===== src/rtl/spr_pkg.sv =====
`default_nettype none

package spr_pkg;

  // Fixed field widths of the record and result
  localparam int COUNT_W     = 32;
  localparam int OWNER_W     = 3;
  localparam int SLOT_PAGE_W = 4;
  localparam int FREE_W      = 3;
  localparam int OUT_SLOTS   = 4;

  // Parameter defaults
  localparam int DEF_PHYSICAL_PAGES = 6;
  localparam int DEF_LOGICAL_SLOTS  = 4;

  typedef logic signed [COUNT_W-1:0]     count_t;
  typedef logic signed [SLOT_PAGE_W-1:0] slot_page_t;

  localparam count_t     COUNT_CEILING = 32'sh7FFF_FFFF;
  localparam count_t     COUNT_NONE    = -32'sd1;
  localparam slot_page_t NO_PAGE       = -4'sd1;

  // Top level sequencer
  typedef enum logic [1:0] {
    ST_IDLE,
    ST_SEARCH,
    ST_DELIVER
  } spr_state_t;

  // Status from the free page search unit
  typedef struct packed {
    logic done;
    logic found;
  } spr_search_t;

endpackage

`default_nettype wire


===== src/rtl/spr_free_search.sv =====
`default_nettype none

// Walks the physical pages one per cycle with a single signed compare,
// keeping the lowest counter among pages that no slot maps.
module spr_free_search #(
  parameter int PHYSICAL_PAGES = spr_pkg::DEF_PHYSICAL_PAGES,
  parameter int LOGICAL_SLOTS  = spr_pkg::DEF_LOGICAL_SLOTS,
  parameter int PAGE_W         = (PHYSICAL_PAGES > 1) ? $clog2(PHYSICAL_PAGES) : 1
) (
  input  wire logic                 clk,
  input  wire logic                 rst_n,
  input  wire logic                 start,
  input  wire spr_pkg::slot_page_t  slot_page [LOGICAL_SLOTS],
  input  wire spr_pkg::count_t      page_count,
  output logic [PAGE_W-1:0]         page_idx,
  output logic [PAGE_W-1:0]         best_page,
  output spr_pkg::spr_search_t      status
);
  import spr_pkg::*;

  localparam logic [PAGE_W-1:0] LAST_PAGE = PAGE_W'(PHYSICAL_PAGES - 1);

  logic              busy_r, busy_nxt;
  logic              done_r, done_nxt;
  logic              found_r, found_nxt;
  logic [PAGE_W-1:0] idx_r, idx_nxt;
  logic [PAGE_W-1:0] page_r, page_nxt;
  count_t            best_r, best_nxt;
  logic              mapped;
  logic              take;

  // Is the page under test held by any slot
  always_comb begin
    mapped = 1'b0;
    for (int s = 0; s < LOGICAL_SLOTS; s++) begin
      if (slot_page[s] == SLOT_PAGE_W'(idx_r)) mapped = 1'b1;
    end
  end

  // Shared compare: strictly lower keeps ties on the lower page
  assign take = busy_r && !mapped && (page_count < best_r);

  always_comb begin
    busy_nxt  = busy_r;
    done_nxt  = 1'b0;
    found_nxt = found_r;
    idx_nxt   = idx_r;
    page_nxt  = page_r;
    best_nxt  = best_r;
    if (start) begin
      busy_nxt  = 1'b1;
      found_nxt = 1'b0;
      idx_nxt   = '0;
      best_nxt  = COUNT_CEILING;
    end else if (busy_r) begin
      if (take) begin
        best_nxt  = page_count;
        page_nxt  = idx_r;
        found_nxt = 1'b1;
      end
      if (idx_r == LAST_PAGE) begin
        busy_nxt = 1'b0;
        done_nxt = 1'b1;
      end else begin
        idx_nxt = idx_r + 1'b1;
      end
    end
  end

  always_ff @(posedge clk) begin
    if (!rst_n) begin
      busy_r  <= 1'b0;
      done_r  <= 1'b0;
      found_r <= 1'b0;
      idx_r   <= '0;
    end else begin
      busy_r  <= busy_nxt;
      done_r  <= done_nxt;
      found_r <= found_nxt;
      idx_r   <= idx_nxt;
    end
  end

  always_ff @(posedge clk) begin
    page_r <= page_nxt;
    best_r <= best_nxt;
  end

  assign page_idx     = idx_r;
  assign best_page    = page_r;
  assign status.done  = done_r;
  assign status.found = found_r;

endmodule

`default_nettype wire


===== src/rtl/save_page_rotation_policy.sv =====
`default_nettype none

// Channel  Direction  Ports
// ------   ---------  -------------------------------------------------------
// in       request    in_valid/in_ready: record_valid, owner_slot,
//                     save_counter, final_page
// out      result     out_valid/out_ready: slot0..3_page, free_page,
//                     free_page_changed
//
// A non-final record leaves the block ready for the next record. A final record
// starts the search unit, which steps page by page through its shared 32-bit
// compare; the sequencer then takes its status and loads the result. A stalled
// output only holds the block after the next final record's search. Reset is
// synchronous, active low, and puts all tables at their cleared values.
module save_page_rotation_policy #(
  parameter int PHYSICAL_PAGES = spr_pkg::DEF_PHYSICAL_PAGES,
  parameter int LOGICAL_SLOTS  = spr_pkg::DEF_LOGICAL_SLOTS
) (
  input  wire logic                            clk,
  input  wire logic                            rst_n,
  input  wire logic                            in_valid,
  output logic                                 in_ready,
  input  wire logic                            in_record_valid,
  input  wire logic [spr_pkg::OWNER_W-1:0]     in_owner_slot,
  input  wire logic signed [spr_pkg::COUNT_W-1:0] in_save_counter,
  input  wire logic                            in_final_page,
  output logic                                 out_valid,
  input  wire logic                            out_ready,
  output logic signed [spr_pkg::SLOT_PAGE_W-1:0] out_slot0_page,
  output logic signed [spr_pkg::SLOT_PAGE_W-1:0] out_slot1_page,
  output logic signed [spr_pkg::SLOT_PAGE_W-1:0] out_slot2_page,
  output logic signed [spr_pkg::SLOT_PAGE_W-1:0] out_slot3_page,
  output logic [spr_pkg::FREE_W-1:0]           out_free_page,
  output logic                                 out_free_page_changed
);
  import spr_pkg::*;

  localparam int PAGE_W = (PHYSICAL_PAGES > 1) ? $clog2(PHYSICAL_PAGES) : 1;
  localparam int POS_W  = $clog2(PHYSICAL_PAGES + 1);
  localparam int SLOT_W = (LOGICAL_SLOTS > 1) ? $clog2(LOGICAL_SLOTS) : 1;
  localparam logic [POS_W-1:0]   POS_END   = POS_W'(PHYSICAL_PAGES);
  localparam logic [OWNER_W-1:0] OWNER_END = OWNER_W'(LOGICAL_SLOTS);

  spr_state_t  state_r, state_nxt;
  spr_search_t srch;

  slot_page_t  slot_page_r  [LOGICAL_SLOTS];
  slot_page_t  slot_page_nxt[LOGICAL_SLOTS];
  count_t      slot_cnt_r   [LOGICAL_SLOTS];
  count_t      slot_cnt_nxt [LOGICAL_SLOTS];
  count_t      page_cnt_r   [PHYSICAL_PAGES];
  logic [POS_W-1:0]  pos_r, pos_nxt;
  logic [PAGE_W-1:0] free_r, free_nxt;
  logic [PAGE_W-1:0] search_idx;
  logic [PAGE_W-1:0] best_page;
  logic              changed_r, changed_nxt;

  logic              accept;
  logic              rec_ok;
  logic              in_range;
  logic [SLOT_W-1:0] owner_idx;
  logic              out_load;
  logic              out_valid_r;
  slot_page_t        slot_out[OUT_SLOTS];

  assign accept    = in_valid && in_ready;
  assign in_range  = (pos_r < POS_END);
  assign rec_ok    = in_record_valid && (in_owner_slot < OWNER_END) && in_range;
  assign owner_idx = in_owner_slot[SLOT_W-1:0];

  // Slot table update: clear at scan start, then newest counter wins
  always_comb begin
    for (int s = 0; s < LOGICAL_SLOTS; s++) begin
      slot_page_nxt[s] = (pos_r == '0) ? NO_PAGE : slot_page_r[s];
      slot_cnt_nxt[s]  = (pos_r == '0) ? COUNT_NONE : slot_cnt_r[s];
    end
    if (rec_ok && (slot_cnt_nxt[owner_idx] < in_save_counter)) begin
      slot_page_nxt[owner_idx] = SLOT_PAGE_W'(pos_r);
      slot_cnt_nxt[owner_idx]  = in_save_counter;
    end
  end

  // Page position: advance to the end of the table, restart after final
  always_comb begin
    pos_nxt = pos_r;
    if (in_final_page) pos_nxt = '0;
    else if (in_range) pos_nxt = pos_r + 1'b1;
  end

  always_ff @(posedge clk) begin
    if (!rst_n) begin
      pos_r <= '0;
      for (int s = 0; s < LOGICAL_SLOTS; s++) begin
        slot_page_r[s] <= NO_PAGE;
        slot_cnt_r[s]  <= COUNT_NONE;
      end
      for (int p = 0; p < PHYSICAL_PAGES; p++) page_cnt_r[p] <= '0;
    end else if (accept) begin
      pos_r <= pos_nxt;
      for (int s = 0; s < LOGICAL_SLOTS; s++) begin
        slot_page_r[s] <= slot_page_nxt[s];
        slot_cnt_r[s]  <= slot_cnt_nxt[s];
      end
      if (rec_ok) page_cnt_r[pos_r[PAGE_W-1:0]] <= in_save_counter;
    end
  end

  // Free page search over all pages
  spr_free_search #(
    .PHYSICAL_PAGES (PHYSICAL_PAGES),
    .LOGICAL_SLOTS  (LOGICAL_SLOTS),
    .PAGE_W         (PAGE_W)
  ) u_search (
    .clk        (clk),
    .rst_n      (rst_n),
    .start      (accept && in_final_page),
    .slot_page  (slot_page_r),
    .page_count (page_cnt_r[search_idx]),
    .page_idx   (search_idx),
    .best_page  (best_page),
    .status     (srch)
  );

  // Sequencer
  always_comb begin
    state_nxt   = state_r;
    free_nxt    = free_r;
    changed_nxt = changed_r;
    out_load    = 1'b0;
    unique case (state_r)
      ST_IDLE: begin
        if (accept && in_final_page) state_nxt = ST_SEARCH;
      end
      ST_SEARCH: begin
        if (srch.done) begin
          changed_nxt = srch.found;
          if (srch.found) free_nxt = best_page;
          state_nxt = ST_DELIVER;
        end
      end
      ST_DELIVER: begin
        if (!out_valid_r || out_ready) begin
          out_load  = 1'b1;
          state_nxt = ST_IDLE;
        end
      end
      default: state_nxt = ST_IDLE;
    endcase
  end

  always_ff @(posedge clk) begin
    if (!rst_n) begin
      state_r     <= ST_IDLE;
      free_r      <= '0;
      changed_r   <= 1'b0;
      out_valid_r <= 1'b0;
    end else begin
      state_r   <= state_nxt;
      free_r    <= free_nxt;
      changed_r <= changed_nxt;
      if (out_load) out_valid_r <= 1'b1;
      else if (out_ready) out_valid_r <= 1'b0;
    end
  end

  // Slots beyond the configured count read as no page
  generate
    for (genvar s = 0; s < OUT_SLOTS; s++) begin : g_slot_out
      if (s < LOGICAL_SLOTS) begin : g_live
        assign slot_out[s] = slot_page_r[s];
      end else begin : g_absent
        assign slot_out[s] = NO_PAGE;
      end
    end
  endgenerate

  // Output register
  always_ff @(posedge clk) begin
    if (out_load) begin
      out_slot0_page        <= slot_out[0];
      out_slot1_page        <= slot_out[1];
      out_slot2_page        <= slot_out[2];
      out_slot3_page        <= slot_out[3];
      out_free_page         <= FREE_W'(free_r);
      out_free_page_changed <= changed_r;
    end
  end

  assign in_ready  = (state_r == ST_IDLE);
  assign out_valid = out_valid_r;

endmodule

`default_nettype wire


===== config.mk =====
export PLATFORM = sky130hd
export DESIGN_NAME = save_page_rotation_policy
export DESIGN_NICKNAME = d
export VERILOG_FILES = /design/src/rtl/spr_pkg.sv /design/src/rtl/spr_free_search.sv /design/src/rtl/save_page_rotation_policy.sv
export SDC_FILE = /design/constraint.sdc
export NUM_CORES = 1
export LEC_CHECK = 0
export ABC_CLOCK_PERIOD_IN_PS = 8500
export BUFFER_PORTS_ARGS = -buffer_cell sky130_fd_sc_hd__buf_2
export CAP_MARGIN = 20
export CORE_ASPECT_RATIO = 0.7
export CORE_UTILIZATION = 55
export CTS_CLUSTER_SIZE = 40
export DETAILED_ROUTE_END_ITERATION = 10
export PLACE_DENSITY = 0.72
export SETUP_SLACK_MARGIN = 0.02
export SYNTH_ARGS = -nofsm -noshare
export SYNTH_HDL_FRONTEND = slang
export SYNTH_SLANG_ARGS = --single-unit

===== constraint.sdc =====
create_clock -name clk -period 8.5 [get_ports clk]
set_input_delay 1.275 -clock clk [delete_from_list [all_inputs] [get_ports clk]]
set_output_delay 1.275 -clock clk [all_outputs]
set_load 0.01 [all_outputs]

==> results of run 1 <==
-- registers in the layout, summed over array words and instances (netlist names), 4 cells and up, named ones only --
name	count
page_cnt_r	256
slot_cnt_r	128
u_search.best_r	32
slot_out	16
out_slot0_page	4
out_slot1_page	4
out_slot2_page	4
out_slot3_page	4
-- area by class of cell --
| class | count | area, sq um | share of cell area |
|---|---|---|---|
| clock inverters | 18 | 186.4 | 0.007368 |
| flip-flops and latches | 474 | 13570 | 0.5362 |
| inverters | 103 | 386.6 | 0.01528 |
| repair buffers | 92 | 568.0 | 0.02245 |
| multi-input cells | 1235 | 8571 | 0.3387 |
| clock buffers | 65 | 1348 | 0.05326 |
| diodes | 2 | 5.005 | 0.0001978 |
| well taps | 535 | 669.4 | 0.02646 |
-- power by group through the flow --
stage | Clock, mW | Combinational [mW] | Sequential [mW]
floorplan | 0 | 0.387 | 2.72
global placement | 0 | 0.510 | 2.73
detailed placement | 0 | 0.530 | 2.74
CTS | 2.11 | 0.534 | 2.69
global route | 2.20 | 0.599 | 2.70
finish | 2.09 | 0.538 | 2.68
-- routing by layer --
| metal | GRT usage | vias up | part of all wire |
|---|---|---|---|
| met5 | 0 | - | 0 |
| met4 | 0.1035 | 0 | 0.033 |
| met3 | 0.04998 | 115 | 0.087 |
| met2 | 0.4276 | 697 | 0.47 |
| met1 | 0.3665 | 7514 | 0.41 |
| li1 | - | 7013 | - |
-- kinds of logic after synthesis --
| group | Yosys count | synth area share |
|---|---|---|
| AND/OR/NAND/NOR | 698 | 0.1412 |
| flip-flops | 474 | 0.5971 |
| AO/OA/AOI/OAI | 257 | 0.06456 |
| buffers and inverters | 238 | 0.04082 |
| multiplexers | 137 | 0.1148 |
| adder cells (fa/ha/maj) | 66 | 0.03635 |
| XOR/XNOR | 13 | 0.005012 |
| other | 1 | 0.0001651 |
-- cell usage after synthesis (all sizes together) (16+ instances only) --
master	n
mux2	36
nor3	173
nand2	66
buf	35
ha	66
nand3	16
nor2	313
dfxtp	67
a21oi	56
edfxtp	407
clkbuf	100
mux4	95
or2	31
inv	103
nand2b	17
nor4	40
o21ai	145
-- critical path: stages --
cell       delay [ps]
buf_2             610
buf_4             410
mux4_2            520
or2_2             320
ha_1              310
nand3_1            70
nand2_1            80
a2111oi_0         470
o21ai_1           150
a21oi_1           200
buf_4             250
mux2i_4           900
buf_4             340
nor2_1             60
o21ai_1           150
-- metrics by stage --
step | total power, mW | cell area, sq um | util | hold slack, ps | std cells
2_1_floorplan | 3.104 | 22950 | - | 406.4 | 1947
3_3_place_gp | 3.238 | 23740 | 0.5901 | 413.8 | 2438
3_5_place_dp | 3.265 | 23740 | 0.5901 | 416.7 | 2438
4_1_cts | 5.328 | 25270 | 0.6282 | 436.4 | 2521
5_1_grt | 5.496 | 25300 | 0.6289 | 450.2 | 2522
6_report | 5.309 | 25300 | 0.6290 | 430.5 | 2524
-- worst min path at each step --
| stage | end | slack [ps] | depth (start not counted) |
|---|---|---|---|
| after global placement | out_free_page[1] | 410 | 0 |
| after global routing | out_free_page[0] | 450 | 0 |
| after detailed placement | out_free_page[0] | 420 | 0 |
| after CTS | out_free_page[0] | 440 | 0 |
| final | out_free_page[0] | 430 | 0 |
| after floorplan | u_search.best_page[2] | 410 | 0 |
==> results.json, run 1 <==
{
  "yosys-top-cells-area": "edfxtp_1 54%, mux4_2 9.4%, dfxtp_1 5.9%",
  "ys_seq_elements": 474,
  "ctsHtreeMaxLevel": 2,
  "area_growth_pct": 11.39,
  "yosysUniqueCellTypes": 51,
  "syn_area_sq_mm": 0.02272,
  "drt_pass1_iterations": 5,
  "r2r_slack_ps": 2800,
  "status": "finished clean",
  "setup_slack_ps": 2778,
  "cts_resized": 0,
  "grt_max_degree": 159,
  "pwr_density_cell_mw_per_mm2": 209.8,
  "clock-skew-final_ps": 30.29,
  "slew_headroom": 0.2787,
  "worstPathMaxFanout": 25,
  "crit_path_end_kind": "register",
  "postRouteAntennaNets": 0,
  "vias": 15340,
  "cts_buffer_depth": 3,
  "r2r-start": "pos_r[0]",
  "syn_avg_cell_area_sq_um": 12.06,
  "swShare": 0.2402,
  "cap_violations": 0,
  "start_kind": "primary input",
  "wire_per_inst_um": 21.59,
  "synth_edf_count": 407,
  "drc": 0,
  "dieArea_sq_mm": 0.04213,
  "timing.final.crit_period_ps": 5722,
  "fin_setup_tns_ps": 0,
  "postCtsSetupRepairBufs": 0,
  "ys_warn_count": 0,
  "ir_drop_uv": 157.3,
  "p_int_mw": 4.034,
  "hold_path_class": "register to register",
  "cp-endpoint": "slot_cnt_r[2][8]",
  "comb_power_share": 0.101,
  "slew_violations": 0,
  "yosys.area.top_type": "edfxtp_1",
  "worst-r2r-cell-count": 17,
  "crit_start": "in_owner_slot[0]",
  "cts_root_buffer": "clkbuf_16",
  "final_cell_mix": "407 x edfxtp_1, 311 x nor2_1, 173 x nor3_1",
  "die_h_um": 172.0,
  "hold_buffers": 0,
  "hold_viol_final": 0,
  "synth_top_area_frac": 0.5380,
  "final_common_cell": "edfxtp_1",
  "grt_pass1_wl_um": 85770,
  "wl_um": 54500,
  "die_x_um": 244.9,
  "clock_sinks": 474,
  "row_count": 61,
  "place.gp.congestion": 0.8527,
  "clk_pin_slew_ps": 60,
  "nets": 2058,
  "rsz0062_at_grt": "no",
  "clk_latency_ps": 570,
  "synth_top_flop_cell": "edfxtp_1",
  "pwr-share-seq": 0.506,
  "viasPerCell": 6.077,
  "p_switching_mw": 1.275,
  "io_pins": 63,
  "worst_pin_slew_ps": 1059,
  "leakage_nw": 8.732,
  "drtIter0Drc": 1801,
  "preCtsSetupSlack_ps": 2210,
  "grt_pass1_vias": 15240,
  "antenna_found_initial": 1,
  "placement.io_buffers": 62,
  "numCtsBuffers": 45,
  "final.period_utilization": 0.6731,
  "power_frac_clock": 0.393,
  "cp_data_arrival_time_ps": 6130,
  "synthArstFlopShare": 0,
  "critPathKind": "primary input to register",
  "nFillCells": 3020,
  "setup_violations": 0,
  "drive_gt1_frac": 0.1787,
  "min_from": "free_r[0]",
  "initial_core_util": 0.5647,
  "ys_seq_area_frac": 0.5971,
  "core_sq_mm": 0.04022,
  "required_ps": 8910,
  "grt_util_all_layers": 0.2676,
  "max_freq_ghz": 0.1748,
  "hpwlAfterDp_um": 33350,
  "syn_inst": 1884,
  "cts_tree": "yes",
  "gr-total-overflow": 0,
  "reg2reg_to": "slot_cnt_r[2][8]"
}
Note: power is estimated with default switching activity, not from simulation.
==> inputs of run 2 (changes only) <==
ABC_CLOCK_PERIOD_IN_PS = 4900   (was 8500)
PLACE_DENSITY = 0.74   (was 0.72)
clock period = 4.9 ns   (was 8.5 ns; I/O delays follow)
==> run 2 against run 1 <==
  * Final cell count grew 1.4%
  * Clock skew about the same
  * Sequential share of layout area is 0.68 points lower
  * Critical path depth unchanged
  * Combinational power is 82% higher
  * Die area is the same
  * Global-route usage up 0.64 points
  * Wire length rose by 2.9%
  * Worst setup slack worse by 2500 ps
==> results.json, run 2 (same netlist as run 1, synthesis figures left out) <==
{
  "clock_sinks": 474,
  "postRouteAntennaNets": 0,
  "worst-path-buf-inv": 3,
  "cpLargestDelayFamily": "compound AO/OA/AOI/OAI gates",
  "placement.io_buffers": 62,
  "row_count": 61,
  "drive_gt1_frac": 0.1860,
  "slew_headroom": 0.3099,
  "cp_data_arrival_time_ps": 4960,
  "cap_violations": 0,
  "die_h_um": 172.0,
  "slowest_stage": "a211oi_1",
  "leakage_nw": 8.896,
  "fin_cells": 2559,
  "wire_per_inst_um": 21.91,
  "fin_setup_tns_ps": 0,
  "cts_tree": "yes",
  "grt_pass1_wl_um": 87760,
  "setup_violations": 0,
  "ir_drop_uv": 254.8,
  "top_register": "page_cnt_r",
  "antenna_found_initial": 2,
  "cts_root_buffer": "clkbuf_16",
  "dieArea_sq_mm": 0.04213,
  "drc": 0,
  "cts_buffer_depth": 3,
  "grt_util_all_layers": 0.2739,
  "final.period_utilization": 0.9521,
  "hold_path_class": "register to register",
  "place.gp.congestion": 0.8495,
  "largest_reg_flops": 256,
  "hold_buffers": 0,
  "worst_pin_slew_ps": 1033,
  "drtIter0Drc": 1916,
  "vias": 15760,
  "area_growth_pct": 12.81,
  "placed_cells": 2474,
  "slew_violations": 0,
  "grt_max_degree": 129,
  "worstPathMaxFanout": 23,
  "clk_latency_ps": 590,
  "required_ps": 5200,
  "final_cell_mix": "407 x edfxtp_1, 311 x nor2_1, 173 x nor3_1",
  "ctsHtreeMaxLevel": 2,
  "cts_resized": 0,
  "grt_pass1_vias": 15500,
  "postCtsSetupRepairBufs": 0,
  "hold_viol_final": 0,
  "start_kind": "register",
  "final_common_cell": "edfxtp_1",
  "nFillCells": 2985,
  "viasPerCell": 6.159,
  "gr-total-overflow": 0,
  "numCtsBuffers": 45,
  "wl_um": 56060,
  "pwr_density_cell_mw_per_mm2": 351.3,
  "clk_pin_slew_ps": 60,
  "rsz0062_at_grt": "no",
  "clock-skew-final_ps": 30.06,
  "max_freq_ghz": 0.2144,
  "drt_pass1_iterations": 6,
  "core_sq_mm": 0.04022,
  "critPathKind": "register to register",
  "slowest_delay_ps": 610,
  "io_pins": 63,
  "reg_top3": "page_cnt_r: 256 flops, slot_cnt_r: 128 flops, u_search.best_r: 32 flops",
  "initial_core_util": 0.5647,
  "hpwlAfterDp_um": 35200,
  "crit_path_end_kind": "register",
  "nets": 2094,
  "timing.final.crit_period_ps": 4665,
  "crit_chain": "inv_1 -> ha_1 -> nor2b_4 -> or2_2 -> ha_1 -> a21oi_1 -> o21ai_0 -> a211oi_1 -> nor4b_1 -> a21oi_1 -> buf_4 -> mux2_2 -> buf_4 -> nor3_1 -> o21ai_0",
  "seq_area_sq_mm": 0.01357,
  "die_x_um": 244.9,
  "multi_input_area_sq_mm": 0.008573,
  "status": "finished clean"
}
## run 2: through the flow
stage	instance area [sq um]	worst slack (ps)	power [mW]	hold slack [ps]	util
detailed placement	24210	4.230	5.709	415.6	0.6019
finish	25620	234.9	9.001	429.9	0.6371
floorplan	22950	141.0	5.384	406.4	-
global route	25620	65.76	9.313	445.7	0.6369
CTS	25590	395.2	9.031	429.7	0.6363
global placement	24210	27.35	5.660	412.5	0.6019
## run 2: routing by layer
layer  up-vias  share of wire  global-route usage
met3       115          0.087             0.04051
met2       810           0.48              0.4422
met4         2          0.028             0.09103
li1       7074              -                   -
met5         -        0.00014                   0
met1      7761           0.41              0.3849
## run 2: worst register-to-register path, stage by stage (launching register included)
cell and delay [ps]:
dfxtp_1 400, inv_1 210, ha_1 230, nor2b_4 580, or2_2 250, ha_1 240, a21oi_1 250, o21ai_0 170
a211oi_1 610, nor4b_1 140, a21oi_1 170, buf_4 160, mux2_2 360, buf_4 240, nor3_1 260, o21ai_0 130
## run 2: cell type report
cell class	count	area share
flip-flops and latches	474	0.5295
multi-input cells	1235	0.3346
clock buffers	68	0.04927
repair buffers	128	0.04053
well taps	535	0.02612
inverters	103	0.01509
clock inverters	14	0.004736
diodes	2	0.0001953
## run 2: power by group
part	leakage (nW)	internal, mW	switching [mW]
registers	4.31	4.56	0.0975
logic	3.91	0.388	0.591
clock network	0.677	1.84	1.52
total	8.90	6.79	2.21
## run 2: worst paths after layout
check / endpoint / from / slack [ps] / cells past startpoint
worst max-delay path: slot_cnt_r[0][13] / pos_r[1] / 230 / 15
worst min-delay path: out_free_page[0] / free_r[0] / 430 / 0
worst max register to register: slot_cnt_r[0][13] / pos_r[1] / 230 / 15
worst min register to register: out_free_page[0] / free_r[0] / 430 / 0
